File: src/sv/evag_pkg.sv
package evag_pkg;

  localparam int FRAME_MAX_DEF = 1024;

  // fixed widths of the Q1.24 datapath
  localparam int SQ_W   = 31;   // square of a 16-bit sample
  localparam int QUO_W  = 49;   // mean << 18, at most 2^48
  localparam int LVL_W  = 25;   // Q1.24 level, 0..2^24
  localparam int LINE_W = 27;   // threshold before saturation
  localparam int COEF_W = 24;
  localparam int PROD_W = LINE_W + COEF_W;
  localparam int SQRT_STEPS = (QUO_W + 1) / 2;

  localparam logic [COEF_W-1:0] ATTACK_C     = 24'd10066330;
  localparam logic [COEF_W-1:0] DECAY_C      = 24'd3355443;
  localparam logic [COEF_W-1:0] FLOOR_DOWN_C = 24'd2516582;
  localparam logic [COEF_W-1:0] FLOOR_UP_C   = 24'd13422;
  localparam logic [COEF_W-1:0] CLOSE_C      = 24'd10905190;
  localparam logic [LINE_W-1:0] LINE_MIN     = 27'd67109;
  localparam logic [LVL_W-1:0]  FLOOR_RESET  = 25'd335544;
  localparam logic [14:0]       MANUAL_MAX   = 15'd16384;

  localparam int PADDR_W = 4;
  typedef enum logic [1:0] {
    REG_GATE_ENABLED   = 2'd0,
    REG_AUTOMATIC_MODE = 2'd1,
    REG_MANUAL_THR     = 2'd2,
    REG_HOLD_SPAN      = 2'd3
  } reg_idx_t;

  typedef struct packed {
    logic        gate_enabled;
    logic        automatic_mode;
    logic [14:0] manual_threshold;
    logic [5:0]  hold_span;
    logic        disable_pulse;
  } cfg_t;

  typedef enum logic [1:0] {
    MUL_ENV   = 2'd0,
    MUL_FLOOR = 2'd1,
    MUL_CLOSE = 2'd2
  } mul_sel_t;

  typedef struct packed {
    logic     capture;
    logic     acc_add;
    logic     div_load;
    logic     div_step;
    logic     sqrt_load;
    logic     sqrt_step;
    logic     mul_en;
    mul_sel_t mul_sel;
    logic     env_upd;
    logic     floor_upd;
    logic     decide;
  } cmd_t;

  typedef struct packed {
    logic frame_end;
    logic out_free;
  } status_t;

  function automatic logic [15:0] to_q15(input logic [LINE_W-1:0] v);
    logic [LINE_W:0] r;
    r = {1'b0, v} + (LINE_W+1)'(256);
    if (r[LINE_W:9] > (LINE_W-8)'(32768)) to_q15 = 16'd32768;
    else to_q15 = r[24:9];
  endfunction

endpackage

File: src/sv/evag_if.sv
interface evag_in_if;
  logic               valid;
  logic               ready;
  logic signed [15:0] sample;
  logic               frame_end;
  modport source(output valid, sample, frame_end, input ready);
  modport sink(input valid, sample, frame_end, output ready);
endinterface

interface evag_out_if;
  logic        valid;
  logic        ready;
  logic        speaking;
  logic        gate_open;
  logic [15:0] frame_level;
  logic [15:0] threshold_level;
  modport source(output valid, speaking, gate_open, frame_level, threshold_level,
                 input ready);
  modport sink(input valid, speaking, gate_open, frame_level, threshold_level,
               output ready);
endinterface

File: src/sv/energy_voice_activity_gate_top.sv
// channel   dir  payload                                            transfer
// samples   in   sample[15:0] signed, frame_end                     valid & ready
// results   out  speaking, gate_open, frame_level, threshold_level  valid & ready
// apb       in   gate_enabled, automatic_mode, manual_threshold,    psel & penable
//                hold span at 0x0/0x4/0x8/0xC                        & pwrite
//
// A sample is squared, then accumulated; the next sample is accepted only after that.
// A frame_end sample then goes through a divider load, the bit-serial divider,
// a root load, the bit-serial root, then the envelope, floor and close steps
// and the decision; the smoothing steps share one multiplier.
// rst is synchronous, active high, and restores the register defaults and state.
// A result waits in the output register while samples keep flowing; the next
// frame end stalls at its decision until that result is taken.
module energy_voice_activity_gate_top #(
  parameter int FRAME_MAX = evag_pkg::FRAME_MAX_DEF
) (
  input  logic                         clk,
  input  logic                         rst,
  evag_in_if.sink                      samples,
  evag_out_if.source                   results,
  input  logic                         psel,
  input  logic                         penable,
  input  logic                         pwrite,
  input  logic [evag_pkg::PADDR_W-1:0] paddr,
  input  logic [31:0]                  pwdata,
  output logic [31:0]                  prdata,
  output logic                         pready
);

  evag_pkg::cfg_t    cfg;
  evag_pkg::cmd_t    cmd;
  evag_pkg::status_t st;

  evag_regs u_regs (
    .clk     (clk),
    .rst     (rst),
    .psel    (psel),
    .penable (penable),
    .pwrite  (pwrite),
    .paddr   (paddr),
    .pwdata  (pwdata),
    .prdata  (prdata),
    .pready  (pready),
    .cfg     (cfg)
  );

  evag_ctrl #(.FRAME_MAX(FRAME_MAX)) u_ctrl (
    .clk      (clk),
    .rst      (rst),
    .in_valid (samples.valid),
    .in_ready (samples.ready),
    .st       (st),
    .cmd      (cmd)
  );

  evag_dp #(.FRAME_MAX(FRAME_MAX)) u_dp (
    .clk             (clk),
    .rst             (rst),
    .cmd             (cmd),
    .cfg             (cfg),
    .st              (st),
    .sample          (samples.sample),
    .frame_end       (samples.frame_end),
    .out_valid       (results.valid),
    .out_ready       (results.ready),
    .speaking        (results.speaking),
    .gate_open       (results.gate_open),
    .frame_level     (results.frame_level),
    .threshold_level (results.threshold_level)
  );

endmodule

File: src/sv/evag_regs.sv
module evag_regs (
  input  logic                         clk,
  input  logic                         rst,
  input  logic                         psel,
  input  logic                         penable,
  input  logic                         pwrite,
  input  logic [evag_pkg::PADDR_W-1:0] paddr,
  input  logic [31:0]                  pwdata,
  output logic [31:0]                  prdata,
  output logic                         pready,
  output evag_pkg::cfg_t               cfg
);

  logic                  gate_enabled;
  logic                  automatic_mode;
  logic [14:0]           manual_threshold;
  logic [5:0]            hold_span;
  logic                  disable_pulse;
  logic                  wr;
  evag_pkg::reg_idx_t    idx;

  assign pready = 1'b1;
  assign wr     = psel & penable & pwrite;
  assign idx    = evag_pkg::reg_idx_t'(paddr[3:2]);

  always_ff @(posedge clk) begin
    if (rst) begin
      gate_enabled     <= 1'b1;
      automatic_mode   <= 1'b1;
      manual_threshold <= 15'd655;
      hold_span        <= 6'd15;
      disable_pulse    <= 1'b0;
    end else begin
      disable_pulse <= 1'b0;
      if (wr) begin
        unique case (idx)
          evag_pkg::REG_GATE_ENABLED: begin
            disable_pulse <= gate_enabled & ~pwdata[0];
            gate_enabled  <= pwdata[0];
          end
          evag_pkg::REG_AUTOMATIC_MODE: automatic_mode <= pwdata[0];
          evag_pkg::REG_MANUAL_THR: begin
            if (pwdata[14:0] > evag_pkg::MANUAL_MAX) manual_threshold <= evag_pkg::MANUAL_MAX;
            else manual_threshold <= pwdata[14:0];
          end
          evag_pkg::REG_HOLD_SPAN: hold_span <= pwdata[5:0];
          default: ;
        endcase
      end
    end
  end

  always_comb begin
    unique case (idx)
      evag_pkg::REG_GATE_ENABLED:   prdata = {31'd0, gate_enabled};
      evag_pkg::REG_AUTOMATIC_MODE: prdata = {31'd0, automatic_mode};
      evag_pkg::REG_MANUAL_THR:     prdata = {17'd0, manual_threshold};
      evag_pkg::REG_HOLD_SPAN:      prdata = {26'd0, hold_span};
      default:                      prdata = 32'd0;
    endcase
  end

  assign cfg = '{gate_enabled:     gate_enabled,
                 automatic_mode:   automatic_mode,
                 manual_threshold: manual_threshold,
                 hold_span:        hold_span,
                 disable_pulse:    disable_pulse};

endmodule

File: src/sv/evag_ctrl.sv
module evag_ctrl #(
  parameter int FRAME_MAX = evag_pkg::FRAME_MAX_DEF
) (
  input  logic              clk,
  input  logic              rst,
  input  logic              in_valid,
  output logic              in_ready,
  input  evag_pkg::status_t st,
  output evag_pkg::cmd_t    cmd
);

  localparam int SUM_W = evag_pkg::SQ_W + $clog2(FRAME_MAX);
  localparam int NUM_W = SUM_W + 18;
  localparam int CNT_W = $clog2(NUM_W);

  typedef enum logic [3:0] {
    S_IDLE, S_ACC, S_LOAD, S_DIV, S_SQ_LOAD, S_SQRT,
    S_ENV_MUL, S_ENV_UPD, S_FLR_MUL, S_FLR_UPD, S_CL_MUL, S_DECIDE
  } state_t;

  state_t           state;
  logic [CNT_W-1:0] cnt;

  assign in_ready = (state == S_IDLE);

  always_ff @(posedge clk) begin
    if (rst) begin
      state <= S_IDLE;
      cnt   <= '0;
    end else begin
      unique case (state)
        S_IDLE:    if (in_valid) state <= S_ACC;
        S_ACC:     state <= st.frame_end ? S_LOAD : S_IDLE;
        S_LOAD: begin
          state <= S_DIV;
          cnt   <= CNT_W'(NUM_W - 1);
        end
        S_DIV: begin
          cnt <= cnt - 1'b1;
          if (cnt == '0) state <= S_SQ_LOAD;
        end
        S_SQ_LOAD: begin
          state <= S_SQRT;
          cnt   <= CNT_W'(evag_pkg::SQRT_STEPS - 1);
        end
        S_SQRT: begin
          cnt <= cnt - 1'b1;
          if (cnt == '0) state <= S_ENV_MUL;
        end
        S_ENV_MUL: state <= S_ENV_UPD;
        S_ENV_UPD: state <= S_FLR_MUL;
        S_FLR_MUL: state <= S_FLR_UPD;
        S_FLR_UPD: state <= S_CL_MUL;
        S_CL_MUL:  state <= S_DECIDE;
        S_DECIDE:  if (st.out_free) state <= S_IDLE;
        default:   state <= S_IDLE;
      endcase
    end
  end

  always_comb begin
    cmd           = '0;
    cmd.mul_sel   = evag_pkg::MUL_ENV;
    cmd.capture   = (state == S_IDLE) && in_valid;
    cmd.acc_add   = (state == S_ACC);
    cmd.div_load  = (state == S_LOAD);
    cmd.div_step  = (state == S_DIV);
    cmd.sqrt_load = (state == S_SQ_LOAD);
    cmd.sqrt_step = (state == S_SQRT);
    cmd.env_upd   = (state == S_ENV_UPD);
    cmd.floor_upd = (state == S_FLR_UPD);
    cmd.decide    = (state == S_DECIDE) && st.out_free;
    cmd.mul_en    = (state == S_ENV_MUL) || (state == S_FLR_MUL) || (state == S_CL_MUL);
    if (state == S_FLR_MUL) cmd.mul_sel = evag_pkg::MUL_FLOOR;
    else if (state == S_CL_MUL) cmd.mul_sel = evag_pkg::MUL_CLOSE;
  end

endmodule

File: src/sv/evag_dp.sv
module evag_dp #(
  parameter int FRAME_MAX = evag_pkg::FRAME_MAX_DEF
) (
  input  logic               clk,
  input  logic               rst,
  input  evag_pkg::cmd_t     cmd,
  input  evag_pkg::cfg_t     cfg,
  output evag_pkg::status_t  st,
  input  logic signed [15:0] sample,
  input  logic               frame_end,
  output logic               out_valid,
  input  logic               out_ready,
  output logic               speaking,
  output logic               gate_open,
  output logic [15:0]        frame_level,
  output logic [15:0]        threshold_level
);

  localparam int SUM_W = evag_pkg::SQ_W + $clog2(FRAME_MAX);
  localparam int NUM_W = SUM_W + 18;
  localparam int FC_W  = $clog2(FRAME_MAX + 1);
  localparam int LW    = evag_pkg::LVL_W;
  localparam int QW    = evag_pkg::QUO_W;
  localparam int NL_W  = evag_pkg::LINE_W;
  localparam int PW    = evag_pkg::PROD_W;

  // accumulation
  logic [evag_pkg::SQ_W-1:0] sq;
  logic                      fe;
  logic [SUM_W-1:0]          square_sum;
  logic [FC_W-1:0]           sample_count;
  logic signed [31:0]        sq_full;

  assign sq_full = sample * sample;

  // bit-serial divider
  logic [NUM_W-1:0] num;
  logic [FC_W-1:0]  den;
  logic [FC_W-1:0]  rem;
  logic [FC_W:0]    trial;
  logic             fits;

  assign trial = {rem, num[NUM_W-1]};
  assign fits  = trial >= {1'b0, den};

  // bit-serial square root
  logic [QW-1:0] sv;
  logic [QW-1:0] sr;
  logic [QW-1:0] sbit;
  logic [QW-1:0] sr_bit;
  logic [LW-1:0] rms;

  assign sr_bit = sr + sbit;
  assign rms    = sr[LW-1:0];

  // level tracking
  logic [LW-1:0]   envelope;
  logic [LW-1:0]   noise_floor;
  logic            open_flag;
  logic [5:0]      hold_count;
  logic [NL_W-1:0] line;
  logic [NL_W-1:0] line_c;
  logic [NL_W-1:0] line_auto;
  logic [NL_W+2:0] floor7;
  logic [PW-1:0]   prod;
  logic [PW:0]     rnd;
  logic [NL_W-1:0] step;
  logic [NL_W-1:0] mul_a;
  logic [evag_pkg::COEF_W-1:0] mul_b;

  assign rnd  = {1'b0, prod} + (PW+1)'(1 << 23);
  assign step = rnd[NL_W+23:24];

  assign floor7    = ({2'b0, noise_floor, 3'b0} - {5'b0, noise_floor}) + (NL_W+3)'(1);
  assign line_auto = floor7[NL_W:1];
  always_comb begin
    if (!cfg.automatic_mode) line_c = NL_W'({cfg.manual_threshold, 9'd0});
    else if (line_auto < evag_pkg::LINE_MIN) line_c = evag_pkg::LINE_MIN;
    else line_c = line_auto;
  end

  always_comb begin
    unique case (cmd.mul_sel)
      evag_pkg::MUL_ENV: begin
        mul_a = (rms > envelope) ? NL_W'(rms - envelope) : NL_W'(envelope - rms);
        mul_b = (rms > envelope) ? evag_pkg::ATTACK_C : evag_pkg::DECAY_C;
      end
      evag_pkg::MUL_FLOOR: begin
        mul_a = (rms >= noise_floor) ? NL_W'(rms - noise_floor) : NL_W'(noise_floor - rms);
        mul_b = (rms < noise_floor) ? evag_pkg::FLOOR_DOWN_C : evag_pkg::FLOOR_UP_C;
      end
      evag_pkg::MUL_CLOSE: begin
        mul_a = line_c;
        mul_b = evag_pkg::CLOSE_C;
      end
      default: begin
        mul_a = '0;
        mul_b = '0;
      end
    endcase
  end

  // gate decision
  logic       spk_c;
  logic       open_c;
  logic [5:0] hold_c;

  always_comb begin
    spk_c  = 1'b1;
    open_c = open_flag;
    hold_c = hold_count;
    priority if (!cfg.gate_enabled) begin
      open_c = 1'b1;
    end else if (NL_W'(envelope) >= line) begin
      open_c = 1'b1;
      hold_c = cfg.hold_span;
    end else if (open_flag && NL_W'(envelope) >= step) begin
      hold_c = cfg.hold_span;
    end else if (hold_count != '0) begin
      hold_c = hold_count - 1'b1;
    end else begin
      open_c = 1'b0;
      spk_c  = 1'b0;
    end
  end

  always_ff @(posedge clk) begin
    if (cmd.capture) begin
      sq <= sq_full[evag_pkg::SQ_W-1:0];
      fe <= frame_end;
    end
    if (cmd.div_load) begin
      num <= {square_sum, 18'd0};
      den <= sample_count;
      rem <= '0;
    end else if (cmd.div_step) begin
      rem <= fits ? FC_W'(trial - {1'b0, den}) : trial[FC_W-1:0];
      num <= {num[NUM_W-2:0], fits};
    end
    if (cmd.sqrt_load) begin
      sv   <= num[QW-1:0];
      sr   <= '0;
      sbit <= QW'(1) << (QW - 1);
    end else if (cmd.sqrt_step) begin
      if (sv >= sr_bit) begin
        sv <= sv - sr_bit;
        sr <= (sr >> 1) + sbit;
      end else begin
        sr <= sr >> 1;
      end
      sbit <= sbit >> 2;
    end
    if (cmd.mul_en) begin
      prod <= {{evag_pkg::COEF_W{1'b0}}, mul_a} * {{NL_W{1'b0}}, mul_b};
      if (cmd.mul_sel == evag_pkg::MUL_CLOSE) line <= line_c;
    end
    if (cmd.decide) begin
      speaking        <= spk_c;
      gate_open       <= open_c;
      frame_level     <= evag_pkg::to_q15(NL_W'(rms));
      threshold_level <= evag_pkg::to_q15(line);
    end
  end

  always_ff @(posedge clk) begin
    if (rst) begin
      square_sum   <= '0;
      sample_count <= '0;
      envelope     <= '0;
      noise_floor  <= evag_pkg::FLOOR_RESET;
      open_flag    <= 1'b0;
      hold_count   <= '0;
      out_valid    <= 1'b0;
    end else begin
      if (cmd.div_load) begin
        square_sum   <= '0;
        sample_count <= '0;
      end else if (cmd.acc_add && sample_count < FC_W'(FRAME_MAX)) begin
        square_sum   <= square_sum + SUM_W'(sq);
        sample_count <= sample_count + 1'b1;
      end
      if (cmd.env_upd) begin
        if (rms > envelope) envelope <= envelope + step[LW-1:0];
        else envelope <= envelope - step[LW-1:0];
      end
      if (cmd.floor_upd && cfg.automatic_mode) begin
        if (rms >= noise_floor) noise_floor <= noise_floor + step[LW-1:0];
        else noise_floor <= noise_floor - step[LW-1:0];
      end
      if (cfg.disable_pulse) begin
        open_flag  <= 1'b1;
        hold_count <= '0;
      end else if (cmd.decide) begin
        open_flag  <= open_c;
        hold_count <= hold_c;
      end
      if (cmd.decide) out_valid <= 1'b1;
      else if (out_ready) out_valid <= 1'b0;
    end
  end

  assign st = '{frame_end: fe, out_free: ~out_valid | out_ready};

endmodule

File: src/flat_wrapper.sv
// flat-port wrapper written by rule: the top's interface ports become plain ports
module energy_voice_activity_gate_top_flat 
#(
  parameter int FRAME_MAX = evag_pkg::FRAME_MAX_DEF
)
  (clk, rst, psel, penable, pwrite, paddr, pwdata, prdata, pready, samples_valid, samples_sample, samples_frame_end, samples_ready, results_valid, results_speaking, results_gate_open, results_frame_level, results_threshold_level, results_ready);
  evag_in_if samples_i ();
  evag_out_if results_i ();
  input  logic clk;
  input  logic rst;
  input  logic psel;
  input  logic penable;
  input  logic pwrite;
  input  logic [evag_pkg::PADDR_W-1:0] paddr;
  input  logic [31:0] pwdata;
  output logic [31:0] prdata;
  output logic pready;
  input wire logic [$bits(samples_i.valid)-1:0] samples_valid;
  input wire logic [$bits(samples_i.sample)-1:0] samples_sample;
  input wire logic [$bits(samples_i.frame_end)-1:0] samples_frame_end;
  output wire logic [$bits(samples_i.ready)-1:0] samples_ready;
  output wire logic [$bits(results_i.valid)-1:0] results_valid;
  output wire logic [$bits(results_i.speaking)-1:0] results_speaking;
  output wire logic [$bits(results_i.gate_open)-1:0] results_gate_open;
  output wire logic [$bits(results_i.frame_level)-1:0] results_frame_level;
  output wire logic [$bits(results_i.threshold_level)-1:0] results_threshold_level;
  input wire logic [$bits(results_i.ready)-1:0] results_ready;
  assign samples_i.valid = samples_valid;
  assign samples_i.sample = samples_sample;
  assign samples_i.frame_end = samples_frame_end;
  assign samples_ready = samples_i.ready;
  assign results_valid = results_i.valid;
  assign results_speaking = results_i.speaking;
  assign results_gate_open = results_i.gate_open;
  assign results_frame_level = results_i.frame_level;
  assign results_threshold_level = results_i.threshold_level;
  assign results_i.ready = results_ready;
  energy_voice_activity_gate_top #(.FRAME_MAX(FRAME_MAX)) u_core (.clk(clk), .rst(rst), .samples(samples_i), .results(results_i), .psel(psel), .penable(penable), .pwrite(pwrite), .paddr(paddr), .pwdata(pwdata), .prdata(prdata), .pready(pready));
endmodule
File: config.mk
export PLATFORM = sky130hd
export DESIGN_NAME = energy_voice_activity_gate_top_flat
export DESIGN_NICKNAME = d
export VERILOG_FILES = /design/src/sv/evag_pkg.sv /design/src/sv/evag_if.sv /design/src/sv/energy_voice_activity_gate_top.sv /design/src/sv/evag_regs.sv /design/src/sv/evag_ctrl.sv /design/src/sv/evag_dp.sv /design/src/flat_wrapper.sv
export SDC_FILE = /design/constraint.sdc
export NUM_CORES = 2
export LEC_CHECK = 0
export ABC_AREA = 1
export ABC_CLOCK_PERIOD_IN_PS = 7930
export BUFFER_PORTS_ARGS = -buffer_cell sky130_fd_sc_hd__buf_4
export CAP_MARGIN = 20
export CORE_MARGIN = 10
export CORE_UTILIZATION = 41
export CTS_BUF_LIST = sky130_fd_sc_hd__clkbuf_8
export DETAILED_ROUTE_END_ITERATION = 10
export GPL_ROUTABILITY_DRIVEN = 0
export GPL_TIMING_DRIVEN = 0
export PLACE_DENSITY = 0.62
export SETUP_SLACK_MARGIN = 0.05
export SLEW_MARGIN = 20
export SYNTH_ARGS = -nofsm -noshare
export SYNTH_HDL_FRONTEND = slang
export SYNTH_SLANG_ARGS = --single-unit
File: constraint.sdc
create_clock -name clk -period 7.93 [get_ports clk]
set_input_delay 1.1895 -clock clk [delete_from_list [all_inputs] [get_ports clk]]
set_output_delay 1.1895 -clock clk [all_outputs]
set_load 0.01 [all_outputs]
==> results_dict.tcl <==
set metrics [dict create \
    synth_top_area_share_pct 22.3 \
    die_h_um 427 \
    hold_start "u_core.u_dp.sample_count[1]" \
    drv_slew 0 \
    holdWs_ns 0.469 \
    crit_path_end_kind "register" \
    htree_levels 3 \
    cts_buffers 87 \
    place_inst 11378 \
    cts-hold-fix-buffers 0 \
    pre_cts_ws_ns -2.96 \
    hold_depth 0 \
    avgSynthCellArea_um2 7.47 \
    synth_async_sr_flop_share_pct 0 \
    cp_top_family "adder cells" \
    synth_area_um2 67800 \
    routedWlPerCell_um 20.9 \
    totalWireLength_um 249000 \
    cp.required_ns 8.47 \
    synth_warnings 0 \
    io_buffers 84 \
    rows 149 \
    critical-path-max-stage-delay_ns 0.58 \
    worst_slack_ns -1.21 \
    path_class "register to register" \
    overflow 0 \
    drive_gt1_share_pct 18.7 \
    synth_ff_type "dfxtp_1" \
    synthTopCellsByArea "fa_1 22%, inv_1 12%, ha_1 12%" \
    crit_fanout 5 \
    hold_violations 0 \
    fmax_mhz 109 \
    multi_input_area_um2 51900 \
    dieArea_um2 182000 \
    synth_top_area_cell "fa_1" \
    start_kind "register" \
    yosysUniqueCellTypes 83 \
    use_met3_pct 6.59 \
    clkLatencyLatePin_ns 0.87 \
    cp.buffers_inverters 11 \
    final_cell_area_um2 82000 \
    setup-violations-final 28 \
    busiest_layer "met2" \
    cp_slowest_cell "fa_1" \
    grt_first_pass_wirelength_um 372000 \
    min_path_type "register to register" \
    final_cell_mix "2037 x inv_1, 1390 x nand2_1, 701 x fa_1" \
    die_w_um 427 \
    final_cells 11914 \
    worst_pin_slew_ns 1.21 \
    final_common_cell "inv_1" \
    hpwl_um 199000 \
    rsz0062_at_grt "true" \
    dr.pass1.iters 11 \
    crit_top_cell "fa_1" \
    r2r-end "u_core.u_dp.prod[50]" \
    grt_max_degree 51 \
    timing.final.crit_share_pct 115 \
    route.vias.total 64304 \
    clk_path_buf_depth 3 \
    violations "design-rule violations, negative setup slack" \
    period_minus_slack_ns 9.14 \
    ys_ff_latch 468 \
    grt_pass1_vias 63550 \
    drt_iter0_drc 5898 \
    use_met1_pct 33.7 \
    cts.sink_count 468 \
    synth_cells 9078 \
    nets 11117 \
    cts-root-buf "clkbuf_8" \
    grt_use_total_pct 26.4 \
    worstHoldEndpoint "u_core.u_dp.den[1]" \
    routed_via_density 5.40 \
    skew_ns 0.0944 \
    initial_core_util_pct 41.2 \
    status "finished, violations left" \
    slew-limit-headroom_pct 19.3 \
    core-area_um2 165000 \
    reg2reg_from "u_core.u_dp.sr[22]" \
    final.fill_count 15572 \
    max_cap_viol_count 0 \
    grt.met2_usage_pct 40.3 \
    reg2regPathDepth 42 \
    placed_cell_area_um2 72700 \
    ios 129 \
    area_growth_pct 20.9 \
    drc 4 \
    seqCellArea_um2 11800 \
    rrSetupSlack_ns -1.21 \
    synth_edf_count 221 \
    antenna_found_initial 5 \
    cp.arrival_ns 9.68 \
    cts_tree "yes" \
    clk_pin_slew_ns 0.06 \
    synth-seq-area-share_pct 17.1 \
    ant_nets 0 \
]
through the flow:
step	utilization [%]	TNS (ns)
floorplan	-	-0.0686
global placement	44.0	-148.10
detailed placement	44.1	-76.67
CTS	48.6	-19.46
global route	49.8	-33.44
finish	49.8	-28.79
cell families after synthesis:
logic type | after synthesis | share of synthesized area (%)
AOI/OAI and AO/OA | 1642 | 13.5
xor gates and xnor gates | 347 | 4.51
adders and majority gates | 1409 | 34.3
buffers and inverters | 2432 | 13.6
DFF | 468 | 17.1
muxes | 9 | 0.133
other | 2 | 0.0111
and+or+nand+nor | 2769 | 16.9
synthesized netlist by cell type (all sizes together), types with 19 or more instances:
cell and n:
a21o 22, a21oi 703, buf 49, a21boi 19
inv 2230, o21bai 21, o21ai 603, xor2 245
xnor2 102, a211oi 20, nand3 215, ha 654
nor2 732, fa 755, nor3 82, dfxtp 247
nor4 26, o22ai 37, clkbuf 147, a31oi 49
edfxtp 221, or2 42, o21a 39, nand4 64
o211ai 43, nand2 1590
routing by layer:
metal  wire length, µm  part of all wire, %  vias up
li1                  -                    -    29549
met1             97800                   39    30665
met2            107000                   43     3212
met3             27000                   11      872
met4             18100                  7.3        6
met5                31                0.012        -
how the worst max path moves through the flow:
| stage | startpoint | to | slack [ns] | cells after the start |
|---|---|---|---|---|
| 2_1_floorplan | u_core.u_dp.sr[0] | u_core.u_dp.prod[50] | -0.04 | 42 |
| 3_3_place_gp | u_core.u_dp.sr[7] | u_core.u_dp.prod[45] | -2.85 | 36 |
| 3_5_place_dp | u_core.u_dp.sr[7] | u_core.u_dp.prod[45] | -2.96 | 36 |
| 4_1_cts | u_core.u_dp.sr[18] | u_core.u_dp.prod[37] | -0.85 | 41 |
| 5_1_grt | u_core.u_dp.sr[22] | u_core.u_dp.prod[50] | -1.37 | 42 |
| 6_report | u_core.u_dp.sr[22] | u_core.u_dp.prod[50] | -1.21 | 42 |
repair_timing:
item,4_1_cts,5_1_grt
gates cloned,5,0
gates resized for setup,860,376
setup buffers,275,98
pin swaps,222,224
endpoints found under the setup margin,29,30
flip-flops by register name, indices dropped and copies added (netlist names), 4 cells and up:
name                            cells
u_core.u_dp.num                    59
u_core.u_dp.sr                     49
u_core.u_dp.sv                     49
u_core.u_dp.square_sum             41
u_core.u_dp.sq                     30
u_core.u_dp.prod                   28
u_core.u_dp.line                   27
u_core.u_dp.envelope               25
u_core.u_dp.noise_floor            25
u_core.u_dp.sbit                   25
u_core.u_dp.frame_level            16
u_core.u_dp.threshold_level        16
u_core.u_regs.manual_threshold     15
u_core.u_dp.den                    11
u_core.u_dp.rem                    11
u_core.u_dp.sample_count           11
u_core.u_ctrl.cnt                   6
u_core.u_dp.hold_count              6
u_core.u_regs.hold_span             6
u_core.u_ctrl.state                 4
layout make-up:
type	count	area share (%)
multi-input cells	6195	63.3
flip-flops and latches	468	14.4
inverters	2235	10.5
repair buffers	470	4.82
well taps	2189	3.34
clock buffers	98	1.64
plain buffers	191	1.34
clock inverters	66	0.696
diodes	2	0.00610
Power is left out: the tool's default activity adds up to more than one toggle a clock period on the data nets, which glitch-free logic cannot reach.
